[src/sv/tmef_pkg.sv]
package tmef_pkg;

    // field widths
    localparam int TEMP_W     = 12;
    localparam int ALPHA_W    = 16;
    localparam int OUT_W      = 20;
    localparam int CAUSE_W    = 2;
    localparam int CFG_IDX_W  = 2;
    localparam int CFG_DATA_W = 16;

    // mean is carried with 8 extra fraction bits (quarter degree -> 1/1024 degree)
    localparam int FRAC_BITS  = 8;
    // counter width for the serial alpha multiply
    localparam int MCNT_W     = 4;

    localparam logic [OUT_W-1:0] OUT_MAX = {OUT_W{1'b1}};

    // configuration register indexes
    localparam logic [CFG_IDX_W-1:0] CFG_EMA_ALPHA = 2'd0;
    localparam logic [CFG_IDX_W-1:0] CFG_TRIP_LOW  = 2'd1;
    localparam logic [CFG_IDX_W-1:0] CFG_TRIP_HIGH = 2'd2;

    // configuration reset values
    localparam logic [ALPHA_W-1:0] EMA_ALPHA_RST = 16'd26214;
    localparam logic [TEMP_W-1:0]  TRIP_LOW_RST  = 12'd0;
    localparam logic [TEMP_W-1:0]  TRIP_HIGH_RST = 12'd4000;

    // shutoff causes
    localparam logic [CAUSE_W-1:0] CAUSE_NONE  = 2'd0;
    localparam logic [CAUSE_W-1:0] CAUSE_FAULT = 2'd1;
    localparam logic [CAUSE_W-1:0] CAUSE_LOW   = 2'd2;
    localparam logic [CAUSE_W-1:0] CAUSE_HIGH  = 2'd3;

endpackage

[src/sv/tmef_if.sv]
interface tmef_in_if;
    logic                        valid;
    logic                        ready;
    logic [tmef_pkg::TEMP_W-1:0] temp_sample;
    logic                        sensor_fault;

    modport source (output valid, output temp_sample, output sensor_fault, input ready);
    modport sink   (input valid, input temp_sample, input sensor_fault, output ready);
endinterface

interface tmef_out_if;
    logic                         valid;
    logic                         ready;
    logic [tmef_pkg::OUT_W-1:0]   mean_temp;
    logic [tmef_pkg::OUT_W-1:0]   filtered_temp;
    logic                         shutoff;
    logic [tmef_pkg::CAUSE_W-1:0] shutoff_cause;

    modport source (output valid, output mean_temp, output filtered_temp,
                    output shutoff, output shutoff_cause, input ready);
    modport sink   (input valid, input mean_temp, input filtered_temp,
                    input shutoff, input shutoff_cause, output ready);
endinterface

interface tmef_cfg_if;
    logic                            valid;
    logic                            ready;
    logic [tmef_pkg::CFG_IDX_W-1:0]  index;
    logic [tmef_pkg::CFG_DATA_W-1:0] data;

    modport source (output valid, output index, output data, input ready);
    modport sink   (input valid, input index, input data, output ready);
endinterface

[src/sv/temp_ma_ema_filter_with_trip_core.sv]
// Thermocouple smoothing with heater trip.
//
// samples (sink): one word per reading, temp_sample in quarter degrees and
//   sensor_fault. ready is high only while the core is idle.
// results (source): mean_temp and filtered_temp in 1/1024 degree, shutoff and
//   shutoff_cause. Held in an output register until taken.
// cfg (sink): register writes, always ready; index 0 ema_alpha, 1 low trip
//   limit, 2 high trip limit, other indexes ignored. Write only while idle.
//
// Each word runs through a sequencer: ring update, a restoring divider that
// produces one quotient bit per cycle over SUM_W+8 bits (SUM_W is the running
// sum width, 15 for WINDOW = 7), then a bit-serial multiply by ema_alpha, one
// alpha bit per cycle over the 16 alpha bits. The multiply is skipped on a
// sensor fault or while the filter is uninitialised. A new word is taken in
// the idle state that follows loading of the previous result, so the core
// works on one word at a time. When results stalls, the finished word waits
// in the output register and the next word still runs; the core holds only
// once a second result is ready. Reset clears the ring fill state, the
// running sum and the filter, and loads the configuration defaults; the ring
// RAM is not cleared.
module temp_ma_ema_filter_with_trip_core #(
    parameter int WINDOW = 7
) (
    input  logic    clk,
    input  logic    rst_n,
    tmef_in_if.sink     samples,
    tmef_out_if.source  results,
    tmef_cfg_if.sink    cfg
);

    localparam int TEMP_W  = tmef_pkg::TEMP_W;
    localparam int OUT_W   = tmef_pkg::OUT_W;
    localparam int ALPHA_W = tmef_pkg::ALPHA_W;
    localparam int MCNT_W  = tmef_pkg::MCNT_W;
    localparam int SUM_MAX = WINDOW * (2 ** TEMP_W - 1);
    localparam int SUM_W   = $clog2(SUM_MAX + 1);
    localparam int CNT_W   = $clog2(WINDOW + 1);
    localparam int IDX_W   = (WINDOW > 1) ? $clog2(WINDOW) : 1;
    localparam int DW      = SUM_W + tmef_pkg::FRAC_BITS;
    localparam int DCNT_W  = $clog2(DW);
    localparam int D_W     = OUT_W + 1;
    localparam int ACC_W   = OUT_W + 2;

    localparam logic [2:0] S_IDLE   = 3'd0;
    localparam logic [2:0] S_LOAD   = 3'd1;
    localparam logic [2:0] S_SETUP  = 3'd2;
    localparam logic [2:0] S_DIV    = 3'd3;
    localparam logic [2:0] S_MSETUP = 3'd4;
    localparam logic [2:0] S_MUL    = 3'd5;
    localparam logic [2:0] S_FIN    = 3'd6;
    localparam logic [2:0] S_OUT    = 3'd7;

    // ring storage
    logic [TEMP_W-1:0] ring_mem [WINDOW];
    logic [TEMP_W-1:0] rd_reg;
    logic              ring_we;

    logic [2:0]  state_reg, state_next;

    logic [ALPHA_W-1:0] alpha_reg, alpha_next;
    logic [TEMP_W-1:0]  min_reg, min_next;
    logic [TEMP_W-1:0]  max_reg, max_next;

    logic [TEMP_W-1:0]  sample_reg, sample_next;
    logic               fault_reg, fault_next;
    logic [SUM_W-1:0]   sum_reg, sum_next;
    logic [IDX_W-1:0]   widx_reg, widx_next;
    logic               full_reg, full_next;
    logic [OUT_W-1:0]   ema_reg, ema_next;

    logic [CNT_W-1:0]   cnt_reg, cnt_next;
    logic [CNT_W-1:0]   rem_reg, rem_next;
    logic [DW-1:0]      dq_reg, dq_next;
    logic [DCNT_W-1:0]  dcnt_reg, dcnt_next;
    logic [OUT_W-1:0]   mean_reg, mean_next;

    logic signed [D_W-1:0]   d_reg, d_next;
    logic signed [ACC_W-1:0] hi_reg, hi_next;
    logic                    lo_reg, lo_next;
    logic [ALPHA_W-1:0]      ash_reg, ash_next;
    logic [MCNT_W-1:0]       mcnt_reg, mcnt_next;
    logic                    skip_reg, skip_next;

    logic                      out_valid_reg, out_valid_next;
    logic [OUT_W-1:0]          out_mean_reg, out_mean_next;
    logic [OUT_W-1:0]          out_filt_reg, out_filt_next;
    logic [tmef_pkg::CAUSE_W-1:0] out_cause_reg, out_cause_next;

    // datapath helpers
    logic [TEMP_W-1:0]       old_sample;
    logic [CNT_W:0]          trial;
    logic                    ge;
    logic [CNT_W:0]          trial_sub;
    logic [OUT_W-1:0]        quot;
    logic signed [ACC_W-1:0] mul_sum;
    logic signed [ACC_W-1:0] ema_ext;
    logic signed [ACC_W-1:0] lo_ext;
    logic signed [ACC_W-1:0] ema_tot;
    logic [OUT_W-1:0]        ema_clamped;
    logic                    out_free;

    assign samples.ready         = (state_reg == S_IDLE);
    assign cfg.ready             = 1'b1;
    assign results.valid         = out_valid_reg;
    assign results.mean_temp     = out_mean_reg;
    assign results.filtered_temp = out_filt_reg;
    assign results.shutoff_cause = out_cause_reg;
    assign results.shutoff       = (out_cause_reg != tmef_pkg::CAUSE_NONE);

    assign out_free = !out_valid_reg || results.ready;
    assign ring_we  = (state_reg == S_LOAD) && !fault_reg;

    // slots past the fill point were never written and read as zero
    assign old_sample = full_reg ? rd_reg : '0;

    // one restoring division step
    assign trial     = {rem_reg, dq_reg[DW-1]};
    assign ge        = (trial >= {1'b0, cnt_reg});
    assign trial_sub = trial - {1'b0, cnt_reg};
    assign quot      = (cnt_reg == '0) ? '0 : dq_reg[OUT_W-1:0];

    // one alpha bit of alpha * (mean - ema), shifted right each step
    assign mul_sum = hi_reg + (ash_reg[0] ? ACC_W'(d_reg) : ACC_W'(0));

    assign ema_ext = signed'({2'b00, ema_reg});
    assign lo_ext  = signed'({{(ACC_W-1){1'b0}}, lo_reg});
    assign ema_tot = ema_ext + hi_reg + lo_ext;

    always_comb
    begin
        if (ema_tot[ACC_W-1])
            ema_clamped = '0;
        else if (ema_tot[ACC_W-2:OUT_W] != '0)
            ema_clamped = tmef_pkg::OUT_MAX;
        else
            ema_clamped = ema_tot[OUT_W-1:0];
    end

    always_ff @(posedge clk)
    begin
        if (ring_we)
            ring_mem[widx_reg] <= sample_reg;
        rd_reg <= ring_mem[widx_reg];
    end

    always_comb
    begin
        state_next     = state_reg;
        alpha_next     = alpha_reg;
        min_next       = min_reg;
        max_next       = max_reg;
        sample_next    = sample_reg;
        fault_next     = fault_reg;
        sum_next       = sum_reg;
        widx_next      = widx_reg;
        full_next      = full_reg;
        ema_next       = ema_reg;
        cnt_next       = cnt_reg;
        rem_next       = rem_reg;
        dq_next        = dq_reg;
        dcnt_next      = dcnt_reg;
        mean_next      = mean_reg;
        d_next         = d_reg;
        hi_next        = hi_reg;
        lo_next        = lo_reg;
        ash_next       = ash_reg;
        mcnt_next      = mcnt_reg;
        skip_next      = skip_reg;
        out_valid_next = out_valid_reg;
        out_mean_next  = out_mean_reg;
        out_filt_next  = out_filt_reg;
        out_cause_next = out_cause_reg;

        if (cfg.valid)
        begin
            unique case (cfg.index)
                tmef_pkg::CFG_EMA_ALPHA: alpha_next = cfg.data[ALPHA_W-1:0];
                tmef_pkg::CFG_TRIP_LOW:  min_next   = cfg.data[TEMP_W-1:0];
                tmef_pkg::CFG_TRIP_HIGH: max_next   = cfg.data[TEMP_W-1:0];
                default: ;
            endcase
        end

        // drop the result word once taken
        if (out_valid_reg && results.ready)
            out_valid_next = 1'b0;

        unique case (state_reg)
            S_IDLE:
            begin
                if (samples.valid)
                begin
                    sample_next = samples.temp_sample;
                    fault_next  = samples.sensor_fault;
                    state_next  = S_LOAD;
                end
            end
            S_LOAD:
            begin
                if (!fault_reg)
                begin
                    sum_next = sum_reg - SUM_W'(old_sample) + SUM_W'(sample_reg);
                    if (widx_reg == IDX_W'(WINDOW - 1))
                    begin
                        widx_next = '0;
                        full_next = 1'b1;
                    end
                    else
                        widx_next = widx_reg + 1'b1;
                end
                state_next = S_SETUP;
            end
            S_SETUP:
            begin
                cnt_next  = full_reg ? CNT_W'(WINDOW) : CNT_W'(widx_reg);
                dq_next   = {sum_reg, {tmef_pkg::FRAC_BITS{1'b0}}}
                            + DW'(cnt_next >> 1);
                rem_next  = '0;
                dcnt_next = DCNT_W'(DW - 1);
                state_next = S_DIV;
            end
            S_DIV:
            begin
                rem_next = ge ? trial_sub[CNT_W-1:0] : trial[CNT_W-1:0];
                dq_next  = {dq_reg[DW-2:0], ge};
                if (dcnt_reg == '0)
                    state_next = S_MSETUP;
                else
                    dcnt_next = dcnt_reg - 1'b1;
            end
            S_MSETUP:
            begin
                mean_next = quot;
                d_next    = signed'({1'b0, quot}) - signed'({1'b0, ema_reg});
                hi_next   = '0;
                lo_next   = 1'b0;
                ash_next  = alpha_reg;
                mcnt_next = MCNT_W'(ALPHA_W - 1);
                skip_next = fault_reg || (ema_reg == '0);
                state_next = (fault_reg || (ema_reg == '0)) ? S_FIN : S_MUL;
            end
            S_MUL:
            begin
                hi_next  = mul_sum >>> 1;
                lo_next  = mul_sum[0];
                ash_next = ash_reg >> 1;
                if (mcnt_reg == '0)
                    state_next = S_FIN;
                else
                    mcnt_next = mcnt_reg - 1'b1;
            end
            S_FIN:
            begin
                // uninitialised filter takes the mean as is
                if (!fault_reg)
                    ema_next = skip_reg ? mean_reg : ema_clamped;
                state_next = S_OUT;
            end
            S_OUT:
            begin
                if (out_free)
                begin
                    out_valid_next = 1'b1;
                    out_mean_next  = mean_reg;
                    out_filt_next  = ema_reg;
                    if (fault_reg)
                        out_cause_next = tmef_pkg::CAUSE_FAULT;
                    else if (sample_reg < min_reg)
                        out_cause_next = tmef_pkg::CAUSE_LOW;
                    else if (ema_reg > {max_reg, {tmef_pkg::FRAC_BITS{1'b0}}})
                        out_cause_next = tmef_pkg::CAUSE_HIGH;
                    else
                        out_cause_next = tmef_pkg::CAUSE_NONE;
                    state_next = S_IDLE;
                end
            end
            default: state_next = S_IDLE;
        endcase
    end

    always_ff @(posedge clk or negedge rst_n)
    begin
        if (!rst_n)
        begin
            state_reg     <= S_IDLE;
            alpha_reg     <= tmef_pkg::EMA_ALPHA_RST;
            min_reg       <= tmef_pkg::TRIP_LOW_RST;
            max_reg       <= tmef_pkg::TRIP_HIGH_RST;
            sum_reg       <= '0;
            widx_reg      <= '0;
            full_reg      <= 1'b0;
            ema_reg       <= '0;
            out_valid_reg <= 1'b0;
        end
        else
        begin
            state_reg     <= state_next;
            alpha_reg     <= alpha_next;
            min_reg       <= min_next;
            max_reg       <= max_next;
            sum_reg       <= sum_next;
            widx_reg      <= widx_next;
            full_reg      <= full_next;
            ema_reg       <= ema_next;
            out_valid_reg <= out_valid_next;
        end
    end

    always_ff @(posedge clk)
    begin
        sample_reg    <= sample_next;
        fault_reg     <= fault_next;
        cnt_reg       <= cnt_next;
        rem_reg       <= rem_next;
        dq_reg        <= dq_next;
        dcnt_reg      <= dcnt_next;
        mean_reg      <= mean_next;
        d_reg         <= d_next;
        hi_reg        <= hi_next;
        lo_reg        <= lo_next;
        ash_reg       <= ash_next;
        mcnt_reg      <= mcnt_next;
        skip_reg      <= skip_next;
        out_mean_reg  <= out_mean_next;
        out_filt_reg  <= out_filt_next;
        out_cause_reg <= out_cause_next;
    end

    a_sum_bound: assert property (@(posedge clk) disable iff (!rst_n)
        sum_reg <= SUM_W'(SUM_MAX))
        else $error("running sum exceeds ring capacity");

    a_widx_bound: assert property (@(posedge clk) disable iff (!rst_n)
        widx_reg <= IDX_W'(WINDOW - 1))
        else $error("write index past end of ring");

    a_rem_bound: assert property (@(posedge clk) disable iff (!rst_n)
        (state_reg == S_DIV && cnt_reg != '0) |-> (rem_reg < cnt_reg))
        else $error("divider remainder not below divisor");

    a_accept_load: assert property (@(posedge clk) disable iff (!rst_n)
        (samples.valid && samples.ready) |=> (state_reg == S_LOAD))
        else $error("accepted word did not start the ring update");

endmodule
[src/flat_wrapper.sv]
// flat-port wrapper written by rule: the top's interface ports become plain ports
module temp_ma_ema_filter_with_trip_core_flat 
#(
    parameter int WINDOW = 7
)
  (clk, rst_n, samples_valid, samples_temp_sample, samples_sensor_fault, samples_ready, results_valid, results_mean_temp, results_filtered_temp, results_shutoff, results_shutoff_cause, results_ready, cfg_valid, cfg_index, cfg_data, cfg_ready);
  tmef_in_if samples_i ();
  tmef_out_if results_i ();
  tmef_cfg_if cfg_i ();
  input  logic clk;
  input  logic rst_n;
  input wire logic [$bits(samples_i.valid)-1:0] samples_valid;
  input wire logic [$bits(samples_i.temp_sample)-1:0] samples_temp_sample;
  input wire logic [$bits(samples_i.sensor_fault)-1:0] samples_sensor_fault;
  output wire logic [$bits(samples_i.ready)-1:0] samples_ready;
  output wire logic [$bits(results_i.valid)-1:0] results_valid;
  output wire logic [$bits(results_i.mean_temp)-1:0] results_mean_temp;
  output wire logic [$bits(results_i.filtered_temp)-1:0] results_filtered_temp;
  output wire logic [$bits(results_i.shutoff)-1:0] results_shutoff;
  output wire logic [$bits(results_i.shutoff_cause)-1:0] results_shutoff_cause;
  input wire logic [$bits(results_i.ready)-1:0] results_ready;
  input wire logic [$bits(cfg_i.valid)-1:0] cfg_valid;
  input wire logic [$bits(cfg_i.index)-1:0] cfg_index;
  input wire logic [$bits(cfg_i.data)-1:0] cfg_data;
  output wire logic [$bits(cfg_i.ready)-1:0] cfg_ready;
  assign samples_i.valid = samples_valid;
  assign samples_i.temp_sample = samples_temp_sample;
  assign samples_i.sensor_fault = samples_sensor_fault;
  assign samples_ready = samples_i.ready;
  assign results_valid = results_i.valid;
  assign results_mean_temp = results_i.mean_temp;
  assign results_filtered_temp = results_i.filtered_temp;
  assign results_shutoff = results_i.shutoff;
  assign results_shutoff_cause = results_i.shutoff_cause;
  assign results_i.ready = results_ready;
  assign cfg_i.valid = cfg_valid;
  assign cfg_i.index = cfg_index;
  assign cfg_i.data = cfg_data;
  assign cfg_ready = cfg_i.ready;
  temp_ma_ema_filter_with_trip_core #(.WINDOW(WINDOW)) u_core (.clk(clk), .rst_n(rst_n), .samples(samples_i), .results(results_i), .cfg(cfg_i));
endmodule
[config.mk]
export PLATFORM = sky130hd
export DESIGN_NAME = temp_ma_ema_filter_with_trip_core_flat
export DESIGN_NICKNAME = d
export VERILOG_FILES = /design/src/sv/tmef_pkg.sv /design/src/sv/tmef_if.sv /design/src/sv/temp_ma_ema_filter_with_trip_core.sv /design/src/flat_wrapper.sv
export SDC_FILE = /design/constraint.sdc
export NUM_CORES = 1
export LEC_CHECK = 0
export BUFFER_PORTS_ARGS = -buffer_cell sky130_fd_sc_hd__buf_2
export CAP_MARGIN = 40
export CORE_AREA = 3 3 175 245
export DETAILED_ROUTE_END_ITERATION = 6
export DIE_AREA = 0 0 178 248
export MAX_ROUTING_LAYER = met4
export PLACE_DENSITY = 0.6
export SETUP_SLACK_MARGIN = 0.02
export SLEW_MARGIN = 25
export SYNTH_ARGS = -nofsm -noshare
export SYNTH_HDL_FRONTEND = slang
export SYNTH_SLANG_ARGS = --single-unit
[constraint.sdc]
create_clock -name clk -period 7.53 [get_ports clk]
set_input_delay 0.753 -clock clk [delete_from_list [all_inputs] [get_ports clk]]
set_output_delay 0.753 -clock clk [all_outputs]
set_load 0.01 [all_outputs]
# Word level (Yosys, flattened, before mapping)
# Memories as Yosys holds them, arrays and structs flattened. A register that Yosys moved wholly into a read port is not among the register bits.
# Cells that the tools add are included.
# W data, S select, Z words.
# op_classes
add_sub_neg	11
n_bitwise	1
magnitude_cmp	3
n_mux	31
n_eq_ne	16
n_reduce_logical	26
# ops
operator	count
$mux W20	4
$pmux W23 S2	1
$pmux W22 S2	1
$pmux W16 S2	1
$pmux W3 S8	1
$add A23 B2 Y23	1
$add A21 B22 Y22	1
$add A22 B2 Y22	1
$add A22 B22 Y22	1
$mux W22	1
$mux W3	7
$sub A20 B20 Y21	1
$gt A20 B20 Y1	1
$logic_not A20 Y1	1
$reduce_and A2 Y1	9
$add A15 B12 Y15	1
$eq A3 B3 Y1 const B	5
$sub A15 B12 Y15	1
$lt A12 B12 Y1	1
$mux W12	1
$pmux W5 S2	1
$pmux W4 S2	1
$eq A3 B2 Y1 const B	2
$logic_not A3 Y1	2
other kinds (26)	41
# totals
mem_bits_rw	84
wordCells	115
inputBits	36
reg_bits	257
out_inout_bits	46
memories	1
# memory_table
name	words	width	rd	rd_clocked_by_memory_dff	wr	line	text
u_core.ring_mem	7	12	1	1	1	temp_ma_ema_filter_with_trip_core.sv:54	logic [TEMP_W-1:0] ring_mem [WINDOW];

# Depth between registers and ports, before layout
# Gate-level depths: netlist (run 1).
# logic_depth
ltp_word	5
depth_mapped	14
mapped_depth_nobuf	13

# Worst setup path before layout (run 1)
# Ideal clock, no wire load.
# synth_timing
kind	register to register
from	register u_core.full_reg
to	register u_core.sum_reg[14]
t_arrival_ns	3.123
setup_slack_ns	4.327
setup_ns	0.080
stages_incl_launch_ff	14
t_required_ns	7.450
path_buffers	1
synth_period_minus_slack_ns	3.203
cell_sequence	dfrtp_1 > clkbuf_1 > and2_1 > fa_1 > inv_1 > fa_1 > a21o_1 > a221oi_1 > a31oi_1 > o21a_1 > o21ai_1 > a21oi_1 > mux2i_1 > xnor2_1
# synth_via
elab_chain_cells	3
# synth_lines
item	line	text
start, declared	temp_ma_ema_filter_with_trip_core.sv:68	logic full_reg, full_next;
start signal, assigned	temp_ma_ema_filter_with_trip_core.sv:303	full_reg <= full_next;
$mux W12	temp_ma_ema_filter_with_trip_core.sv:114	assign old_sample = full_reg ? rd_reg : '0;
$sub A15 B12 Y15	temp_ma_ema_filter_with_trip_core.sv:202	sum_next = sum_reg - SUM_W'(old_sample) + SUM_W'(sample_reg);
$add A15 B12 Y15	temp_ma_ema_filter_with_trip_core.sv:202	
end signal, assigned	temp_ma_ema_filter_with_trip_core.sv:301	sum_reg <= sum_next;
end, declared	temp_ma_ema_filter_with_trip_core.sv:66	logic [SUM_W-1:0] sum_reg, sum_next;
# Every way passes these cells.
# A chain may end at the register's enable or synchronous reset.

# Worst setup path after layout (run 1)
# layout_timing
from	register u_core.lo_reg
to	register u_core.ema_reg[9]
# layout_via
elab_chain_cells	4
# layout_lines
item	line	text
start, declared	temp_ma_ema_filter_with_trip_core.sv:79	logic lo_reg, lo_next;
start signal, assigned	temp_ma_ema_filter_with_trip_core.sv:320	lo_reg <= lo_next;
$add A22 B2 Y22 (*)	temp_ma_ema_filter_with_trip_core.sv:127	assign ema_tot = ema_ext + hi_reg + lo_ext;
$mux W20	temp_ma_ema_filter_with_trip_core.sv:133	else if (ema_tot[ACC_W-2:OUT_W] != '0)
$mux W20 (*)	temp_ma_ema_filter_with_trip_core.sv:131	if (ema_tot[ACC_W-1])
$mux W20 (*)	temp_ma_ema_filter_with_trip_core.sv:256	ema_next = skip_reg ? mean_reg : ema_clamped;
end signal, assigned	temp_ma_ema_filter_with_trip_core.sv:304	ema_reg <= ema_next;
end, declared	temp_ma_ema_filter_with_trip_core.sv:69	logic [OUT_W-1:0] ema_reg, ema_next;
# Every way passes the cells marked *; elsewhere a longest branch is shown, timed or not.

==> results.json, run 1 <==
{
  "antenna_found_initial": 0,
  "dieArea_mm2": 0.0441,
  "grt_pass1_vias": 11834,
  "cts_resized": 0,
  "arrival_ns": 4.08,
  "final_area_mm2": 0.0203,
  "mostFrequentLayoutCells": "edfxtp_1 (257), nand2_1 (179), inv_1 (112)",
  "synth_fp_nets": 1688,
  "synth_top_family_by_area": "simple AND/OR/NAND/NOR gates",
  "layout_commonest_cell": "edfxtp_1",
  "min_path_type": "primary input to asynchronous set/reset pin",
  "holdBufCountCts": 0,
  "fin_nets": 1783,
  "reg2regPathDepth": 11,
  "path_clk_slew_ns": 0.06,
  "finalHoldViolations": 0,
  "power.density_mw_per_mm2": 434,
  "post-route-util_pct": 49.5,
  "crit_type": "flop to flop",
  "maxCapViolations": 0,
  "synth_area_leaders": "edfxtp_1 (43%), dfrtp_1 (9.6%), ha_1 (7.2%), nand2_1 (3.7%), mux2_2 (2.9%)",
  "place_congestion": 0.906,
  "die_height_um": 248,
  "synth_area_mm2": 0.0179,
  "async_flop_share_pct": 23.6,
  "max_freq_mhz": 276,
  "rsz0062_at_grt": "no",
  "synthAdderAreaFrac_pct": 9.09,
  "first_pass_iters": 5,
  "p_leak_nw": 8.34,
  "synthMuxAreaShare_pct": 4.34,
  "cts.root.buffer_cell": "clkbuf_16",
  "grt_max_degree": 61,
  "synth_top_area_share_pct": 43.1,
  "synth.distinct_cells": 73,
  "synth_cells": 1532,
  "remaining_drc_errors": 0,
  "start_kind": "flop",
  "synth-seq-area-share_pct": 56.1,
  "synth_compound_area_share_pct": 11.6,
  "fin_cells": 2196,
  "drive_above_1_share_pct": 15.8,
  "cts_made_buffers": 38,
  "htreeDepth": 2,
  "ys.flop_type": "edfxtp_1",
  "ant_nets": 0,
  "critical_path.endpoint_type": "flop",
  "ir_worst_vdd_mv": 0.212,
  "clock_latency_ns": 0.56,
  "fin_crit_sh_pct": 48.1,
  "cts_tree": "built",
  "dp_hpwl_mm": 28.6,
  "cp-startpoint": "u_core.lo_reg$_DFFE_PP_",
  "cts_setup_buffers": 0,
  "largest_reg_flops": 84,
  "io_buffers": 80,
  "grt.overflow.total": 0,
  "grtUsageTotal_pct": 18.4,
  "fp-row-count": 88,
  "yosys.area.top_type": "edfxtp_1",
  "cts_buffer_depth": 3,
  "wl_per_cell_um": 17.7,
  "avgSynthCellArea_um2": 11.7,
  "synth_xor_area_share_pct": 2.74,
  "r2r-start": "u_core.lo_reg$_DFFE_PP_",
  "cp.required_ns": 7.99,
  "tns_ns": 0,
  "status": "complete, no violations",
  "worst_pin_slew_ns": 0.712,
  "cts_sinks": 352,
  "cp_max_fo": 17,
  "setup_viol_count_final": 0,
  "ys_seq_elements": 352,
  "fill_cells": 3606,
  "slew_headroom_pct": 52.4,
  "finClkSkew_ns": 0.0179,
  "yosysWarnings": 0,
  "vias": 11628,
  "dp.cells": 2124,
  "routed_wl_mm": 38.9,
  "layout_min_cycle_time_ns": 3.62,
  "via_per_inst": 5.30,
  "io_pins": 82,
  "n_antenna_cell": 0,
  "synth-simple-area-share_pct": 12.5,
  "synth_edf_count": 257,
  "placed_cell_area_mm2": 0.0190,
  "initial_core_util_pct": 43.6,
  "p_total_mw": 8.82,
  "drt_iter0_markers": 620,
  "design.core.area_mm2": 0.0411,
  "drv_slew": 0,
  "die_w_um": 178,
  "grt_first_pass_wirelength_mm": 62.5,
  "syn2layout_area_growth_pct": 13.4
}
==> through the flow <==
step,setup slack [ns],hold WS [ns]
final,3.91,0.115
after global routing,3.60,0.116
after CTS,3.52,0.100
after detailed placement,3.52,0.452
after global placement,3.57,0.449
after floorplan,4.33,0.426
==> final timing paths <==
check / to / slack (ns)
worst min-delay path: u_core.ema_reg[17]$_DFFE_PN0P_ / 0.11
max in group asynchronous: u_core.alpha_reg[2]$_DFFE_PN1P_ / 6.49
worst max register to register: u_core.ema_reg[9]$_DFFE_PN0P_ / 3.91
min in group clk: u_core.sample_reg[2]$_DFFE_PP_ / 0.37
worst min register to register: u_core.results.mean_temp[18]$_DFFE_PP_ / 0.46
worst max-delay path: u_core.ema_reg[9]$_DFFE_PN0P_ / 3.91
==> power by group <==
group          internal (mW)  switching, mW
Sequential              2.82          0.333
Clock                   1.10          0.781
Combinational           1.57           2.22
==> worst max-delay path, stage by stage, from the launching register on <==
cell and delay, ns:
edfxtp_1 0.40, fa_1 0.47, fa_1 0.44, a211oi_1 0.43, o21ai_1 0.19, nand4_1 0.20, a211oi_1 0.17, or4_1 0.50
nand3_1 0.19, buf_6 0.21, o21ba_1 0.17, o221ai_2 0.14
==> cell usage after synthesis (all sizes together) (5+ instances only) <==
library cell    n
nor3           37
dfstp          14
nor2          101
and2           37
nand3          23
ha            103
dfxtp          12
clkbuf         41
mux2           46
fa             17
buf            11
a21o           38
a21boi          6
o21a           17
or2             8
and3           13
inv           112
a31oi           9
a211oi         11
nor4            5
mux2i          17
o21ai          78
xor2           20
dfrtp          69
nor2b          32
xnor2          36
nand4           7
a22oi          11
o21bai          6
edfxtp        257
o221ai         23
a21oi          55
nand2b         15
nand2         179
==> per-layer routing <==
metal  track usage [%]  wire length [um]
met4              7.61              1590
met5                 -                 0
met2              32.4             20200
met1              21.3             15800
met3              2.31              1190
==> layout make-up <==
type / instances / area (um2) / area share [%]
timing repair buffer: 107 / 664 / 3.27
inverter: 114 / 428 / 2.10
clock buffer: 47 / 1000 / 4.94
sequential: 352 / 10100 / 49.4
tap: 540 / 676 / 3.32
multi-input combinational: 1014 / 7260 / 35.7
clock inverter: 22 / 248 / 1.22
==> cells by family (layout without fill, tap and decap cells) <==
| group | count (synthesis) | count (layout) |
|---|---|---|
| adder cells (fa/ha/maj) | 120 | 120 |
| buffers and inverters | 166 | 290 |
| XOR/XNOR | 56 | 56 |
| AO/OA/AOI/OAI | 293 | 293 |
| multiplexers | 67 | 67 |
| other | 1 | 1 |
| flip-flops | 352 | 352 |
| AND/OR/NAND/NOR | 477 | 477 |
Note: power is estimated with default switching activity, not from simulation.
==> run 2, diff against run 1 <==
==> constraint.sdc (replaced) <==
create_clock -name clk -period 3.4 [get_ports clk]
set_input_delay 0.34 -clock clk [delete_from_list [all_inputs] [get_ports clk]]
set_output_delay 0.34 -clock clk [all_outputs]
set_load 0.01 [all_outputs]
==> run 2 against run 1 <==
Compared with the run above:
- routed wire length increased by 5.1%
- sequential power increased by 120%
- clock skew up 0.0037 ns
- core utilization increased by 1.0 points
- clock-buffer cell count increased by 6
- final area increased by 2.1%
- non-clock buffer count rose by 44
- final cell count up 2.0%
- power is 130% higher
- register-to-register slack got worse by 3.7 ns
- via count rose by 0.83%
- highest routed layer unchanged
==> results.json, run 2 (synthesis results as in run 1) <==
{
  "grt_first_pass_wirelength_mm": 64.8,
  "p_leak_nw": 8.56,
  "die_w_um": 178,
  "drive_above_1_share_pct": 17.9,
  "grt_max_degree": 57,
  "r2r-start": "u_core.full_reg$_DFFE_PN0P_",
  "fin_hold_ws_ns": 0.0404,
  "worst_r2r_endpoint": "u_core.sum_reg[13]$_DFFE_PN0P_",
  "antenna_found_initial": 0,
  "cts.root.buffer_cell": "clkbuf_16",
  "cts_tree": "built",
  "fin_crit_sh_pct": 94.7,
  "finClkSkew_ns": 0.0217,
  "syn2layout_area_growth_pct": 15.8,
  "tns_ns": 0,
  "p_total_mw": 20.0,
  "grt_pass1_vias": 12077,
  "remaining_drc_errors": 0,
  "largest_reg_flops": 84,
  "cts_sinks": 352,
  "routed_wl_mm": 40.8,
  "mostFrequentLayoutCells": "edfxtp_1 (257), nand2_1 (179), inv_1 (112)",
  "fin_ws_ns": 0.180,
  "clock_latency_ns": 0.54,
  "layout_min_cycle_time_ns": 3.22,
  "cts_made_buffers": 37,
  "max_freq_mhz": 311,
  "ant_nets": 0,
  "io_buffers": 80,
  "final_area_mm2": 0.0208,
  "setup_viol_count_final": 0,
  "post-route-util_pct": 50.6,
  "n_antenna_cell": 0,
  "ir_worst_vdd_mv": 0.506,
  "cts_buffer_depth": 3,
  "start_kind": "flop",
  "fp-row-count": 88,
  "first_pass_iters": 5,
  "fin_cells": 2239,
  "cp-startpoint": "u_core.full_reg$_DFFE_PN0P_",
  "finalHoldViolations": 0,
  "cp.required_ns": 3.81,
  "min_path_type": "primary input to flop",
  "critical_path.endpoint_type": "flop",
  "layout_commonest_cell": "edfxtp_1",
  "power.density_mw_per_mm2": 964,
  "crit_type": "flop to flop",
  "io_pins": 82,
  "dp.cells": 2155,
  "place_ws_ns": -0.00444,
  "worstSetupEndpoint": "u_core.sum_reg[13]$_DFFE_PN0P_",
  "reg2reg_setup_slack_ns": 0.18,
  "worst_pin_slew_ns": 0.818,
  "path_clk_slew_ns": 0.06,
  "arrival_ns": 3.63,
  "via_per_inst": 5.24,
  "place_congestion": 0.911,
  "status": "complete, no violations",
  "vias": 11725,
  "placed_cell_area_mm2": 0.0193,
  "fin_nets": 1826,
  "drv_slew": 0,
  "maxCapViolations": 0,
  "htreeDepth": 2,
  "reg2regPathDepth": 13,
  "grtUsageTotal_pct": 19.3,
  "die_height_um": 248,
  "cp_max_fo": 11,
  "dieArea_mm2": 0.0441,
  "fill_cells": 3606,
  "initial_core_util_pct": 43.6,
  "drt_iter0_markers": 637,
  "dp_hpwl_mm": 30.4,
  "grt.overflow.total": 0,
  "design.core.area_mm2": 0.0411,
  "wl_per_cell_um": 18.2,
  "slew_headroom_pct": 45.3
}
==> run 2: changes by cell type in the layout (fill, tap and decap cells not counted), moves of 3 or more <==
cell	previous run	this run
buf_4	22	54
clkinv_2	8	4
buf_12	0	3
dlygate4sd3_1	0	14
clkbuf_16	38	41
buf_6	3	0
clkinv_1	8	3
==> run 2: cell type report <==
class	count	area (um2)	share of cell area [%]
clock buffer	53	1110	5.35
clock inverter	15	168	0.808
inverter	114	428	2.06
multi-input combinational	1014	7300	35.2
sequential	352	10100	48.4
tap	540	676	3.25
timing repair buffer	151	1030	4.95
==> run 2: what timing repair did <==
action	in CTS	in global routing
setup endpoints to repair	1	26
hold endpoints to repair	57	0
hold buffers	14	0
buffers inserted	0	1
pin swaps	0	3
resized for setup	1	11
==> run 2: how the worst min path moves through the flow <==
stage	from	end	slack, ns	cells past startpoint
2_1_floorplan	rst_n	u_core.alpha_reg[0]$_DFFE_PN0P_	0.04	0
3_3_place_gp	rst_n	u_core.ema_reg[16]$_DFFE_PN0P_	0.47	1
3_5_place_dp	u_core.mean_reg[13]$_DFFE_PP_	u_core.results.mean_temp[13]$_DFFE_PP_	0.46	0
4_1_cts	cfg_data[13]	u_core.alpha_reg[13]$_DFFE_PN1P_	0.02	2
5_1_grt	cfg_data[13]	u_core.alpha_reg[13]$_DFFE_PN1P_	0.03	2
6_report	cfg_data[13]	u_core.alpha_reg[13]$_DFFE_PN1P_	0.04	2
==> run 2: layer usage <==
metal  global-route usage, %  share of wire, %  vias up
li1                        -                 -     5797
met1                    22.0                41     5638
met2                    34.6                53      209
met3                    2.43               2.7       81
met4                    7.26               3.5        0
met5                       -                 0        -
==> run 2: power by group <==
group	internal [mW]	total (mW)	switching [mW]	leakage [nW]
logic	3.72	8.82	5.10	4.48
registers	6.24	6.96	0.727	3.46
clock network	2.52	4.22	1.70	0.625
total	12.5	20.0	7.53	8.56
==> run 2: critical path, cell delays in order (launching register included) <==
cell and delay, ns:
dfrtp_1 0.41, buf_4 0.18, and2_1 0.15, fa_1 0.48
inv_1 0.04, ha_1 0.33, a21o_1 0.22, a21o_1 0.20
a2111oi_1 0.31, nor3_1 0.15, a41oi_1 0.29, a21oi_1 0.12
xnor2_1 0.15, o21ai_1 0.07
==> run 3, diff against run 2 <==
--- a/config.mk
+++ b/config.mk
@@ -7,9 +7,9 @@
 export LEC_CHECK = 0
 export BUFFER_PORTS_ARGS = -buffer_cell sky130_fd_sc_hd__buf_2
 export CAP_MARGIN = 40
-export CORE_AREA = 3 3 175 245
+export CORE_AREA = 3 3 290 149
 export DETAILED_ROUTE_END_ITERATION = 6
-export DIE_AREA = 0 0 178 248
+export DIE_AREA = 0 0 293 152
 export MAX_ROUTING_LAYER = met4
 export PLACE_DENSITY = 0.6
 export SETUP_SLACK_MARGIN = 0.02
==> run 3 against run 2 <==
Compared with the run above:
- worst hold slack better by 0.00067 ns
- register-to-register slack hardly changed
- largest power group unchanged
- critical endpoint is now u_core.ema_reg[13]$_DFFE_PN0P_
- critical path type unchanged
- routed wire length is 2.1% higher
- final area is 0.21% lower
==> results.json, run 3 (synthesis results as in run 1) <==
{
  "status": "complete, no violations",
  "cts_sinks": 352,
  "cp.required_ns": 3.82,
  "cts.root.buffer_cell": "clkbuf_16",
  "r2r-start": "u_core.hi_reg[0]$_SDFFCE_PN0P_",
  "io_pins": 82,
  "htreeDepth": 2,
  "placed_cell_area_mm2": 0.0193,
  "design.core.area_mm2": 0.0405,
  "min_path_type": "primary input to flop",
  "place_congestion": 0.893,
  "grt.met2_usage_pct": 30.3,
  "initial_core_util_pct": 44.2,
  "cts_made_buffers": 35,
  "slew_headroom_pct": 48.8,
  "crit_type": "flop to flop",
  "cp_max_fo": 8,
  "critical_path.endpoint_type": "flop",
  "cp-startpoint": "u_core.hi_reg[0]$_SDFFCE_PN0P_",
  "finalHoldViolations": 0,
  "fp-row-count": 52,
  "largest_reg_flops": 84,
  "n_antenna_cell": 0,
  "cts_tree": "built",
  "max_freq_mhz": 310,
  "rsz0062_at_grt": "yes",
  "fin_nets": 1821,
  "ant_nets": 0,
  "drive_above_1_share_pct": 17.5,
  "setup_viol_count_final": 0,
  "power.density_mw_per_mm2": 970,
  "start_kind": "flop",
  "first_pass_iters": 4,
  "mostFrequentLayoutCells": "edfxtp_1 (257), nand2_1 (179), inv_1 (112)",
  "arrival_ns": 3.64,
  "worstSetupEndpoint": "u_core.ema_reg[13]$_DFFE_PN0P_",
  "finClkSkew_ns": 0.0259,
  "die_w_um": 293,
  "layout_min_cycle_time_ns": 3.23,
  "io_buffers": 80,
  "grtUsageTotal_pct": 19.4,
  "final_area_mm2": 0.0207,
  "crit_top_cell": "fa_1",
  "cp_slowest_cell": "or4_1",
  "path_clk_slew_ns": 0.07,
  "dp_hpwl_mm": 30.8,
  "cts_buffer_depth": 3,
  "met1_usage_pct": 27.2,
  "dieArea_mm2": 0.0445,
  "clock_latency_ns": 0.54,
  "ir_worst_vdd_mv": 0.396,
  "syn2layout_area_growth_pct": 15.6,
  "grt_first_pass_wirelength_mm": 67.1,
  "fin_crit_sh_pct": 94.9,
  "wl_per_cell_um": 18.7,
  "remaining_drc_errors": 0,
  "grt_use_met3_pct": 3.12,
  "busiest_layer": "met2",
  "maxCapViolations": 0,
  "layout_commonest_cell": "edfxtp_1",
  "grt_max_degree": 51,
  "reg2regPathDepth": 11,
  "routed_wl_mm": 41.7,
  "max_stage_delay_ns": 0.51,
  "worst_r2r_endpoint": "u_core.ema_reg[13]$_DFFE_PN0P_",
  "reg2reg_setup_slack_ns": 0.17,
  "drv_slew": 0,
  "path_cells": "fa_1, fa_1, a211oi_2, o21ai_1, nand4_1, a211oi_1, or4_1, nand3_2, buf_4, nor2_1, o221ai_2",
  "die_height_um": 152,
  "via_per_inst": 5.35,
  "p_leak_nw": 8.54,
  "tns_ns": 0,
  "grt_pass1_vias": 12097,
  "vias": 11935,
  "antenna_found_initial": 0,
  "grt.overflow.total": 0,
  "min_from": "cfg_data[14]",
  "drt_iter0_markers": 742,
  "worst_pin_slew_ns": 0.768
}
## run 3: worst min-delay path by stage
stage,to,depth (start not counted)
after floorplan,u_core.alpha_reg[0]$_DFFE_PN0P_,0
after global placement,u_core.results.mean_temp[3]$_DFFE_PP_,0
after detailed placement,u_core.alpha_reg[15]$_DFFE_PN0P_,1
after CTS,u_core.alpha_reg[13]$_DFFE_PN1P_,2
after global routing,u_core.alpha_reg[12]$_DFFE_PN0P_,2
final,u_core.alpha_reg[14]$_DFFE_PN1P_,2
## run 3: stage by stage
| step | hold slack (ns) | instances | setup WS [ns] | power [mW] | utilization [%] |
|---|---|---|---|---|---|
| 2_1_floorplan | 0.0444 | 1532 | 0.197 | 13.3 | - |
| 3_3_place_gp | 0.459 | 2149 | 0.180 | 15.4 | 47.3 |
| 3_5_place_dp | 0.235 | 2153 | 0.110 | 15.8 | 47.5 |
| 4_1_cts | 0.0116 | 2231 | 0.0899 | 20.1 | 51.0 |
| 5_1_grt | 0.0147 | 2232 | 0.000943 | 21.6 | 51.1 |
| 6_report | 0.0410 | 2232 | 0.172 | 20.1 | 51.1 |
## run 3: power by group
group	total, mW	internal [mW]	switching, mW
clock	4.22	2.52	1.70
combinational	8.83	3.67	5.16
sequential	7.04	6.24	0.797
## run 3: cell type report
class / count / area [um2]
Sequential cell: 352 / 10100
Clock buffer: 50 / 1070
Inverter: 114 / 428
Timing Repair Buffer: 148 / 1010
Tap cell: 540 / 676
Multi-Input combinational cell: 1014 / 7290
Clock inverter: 14 / 193
Fill cell: 3494 / 19800
## run 3: worst max-delay path: cells and delay by family, from the launching register on
| family | cells | cell delay, ns |
|---|---|---|
| AOI/OAI and AO/OA | 4 | 0.72 |
| and+or+nand+nor | 4 | 0.91 |
| adders and majority gates | 2 | 0.89 |
| buffers and inverters | 1 | 0.18 |
| DFF | 1 | 0.42 |
## run 3: timing repair
item                                   in CTS  in global routing
setup buffers                               0                  0
hold buffers                               14                  0
resized for setup                           0                  8
setup endpoints to repair                   0                 23
endpoints found under the hold margin      66                  0
## run 3: layer usage
metal / part of all wire (%) / vias up
met5: 0 / -
met4: 1.5 / 0
met3: 4.3 / 54
met2: 46 / 254
met1: 49 / 5854
li1: - / 5773
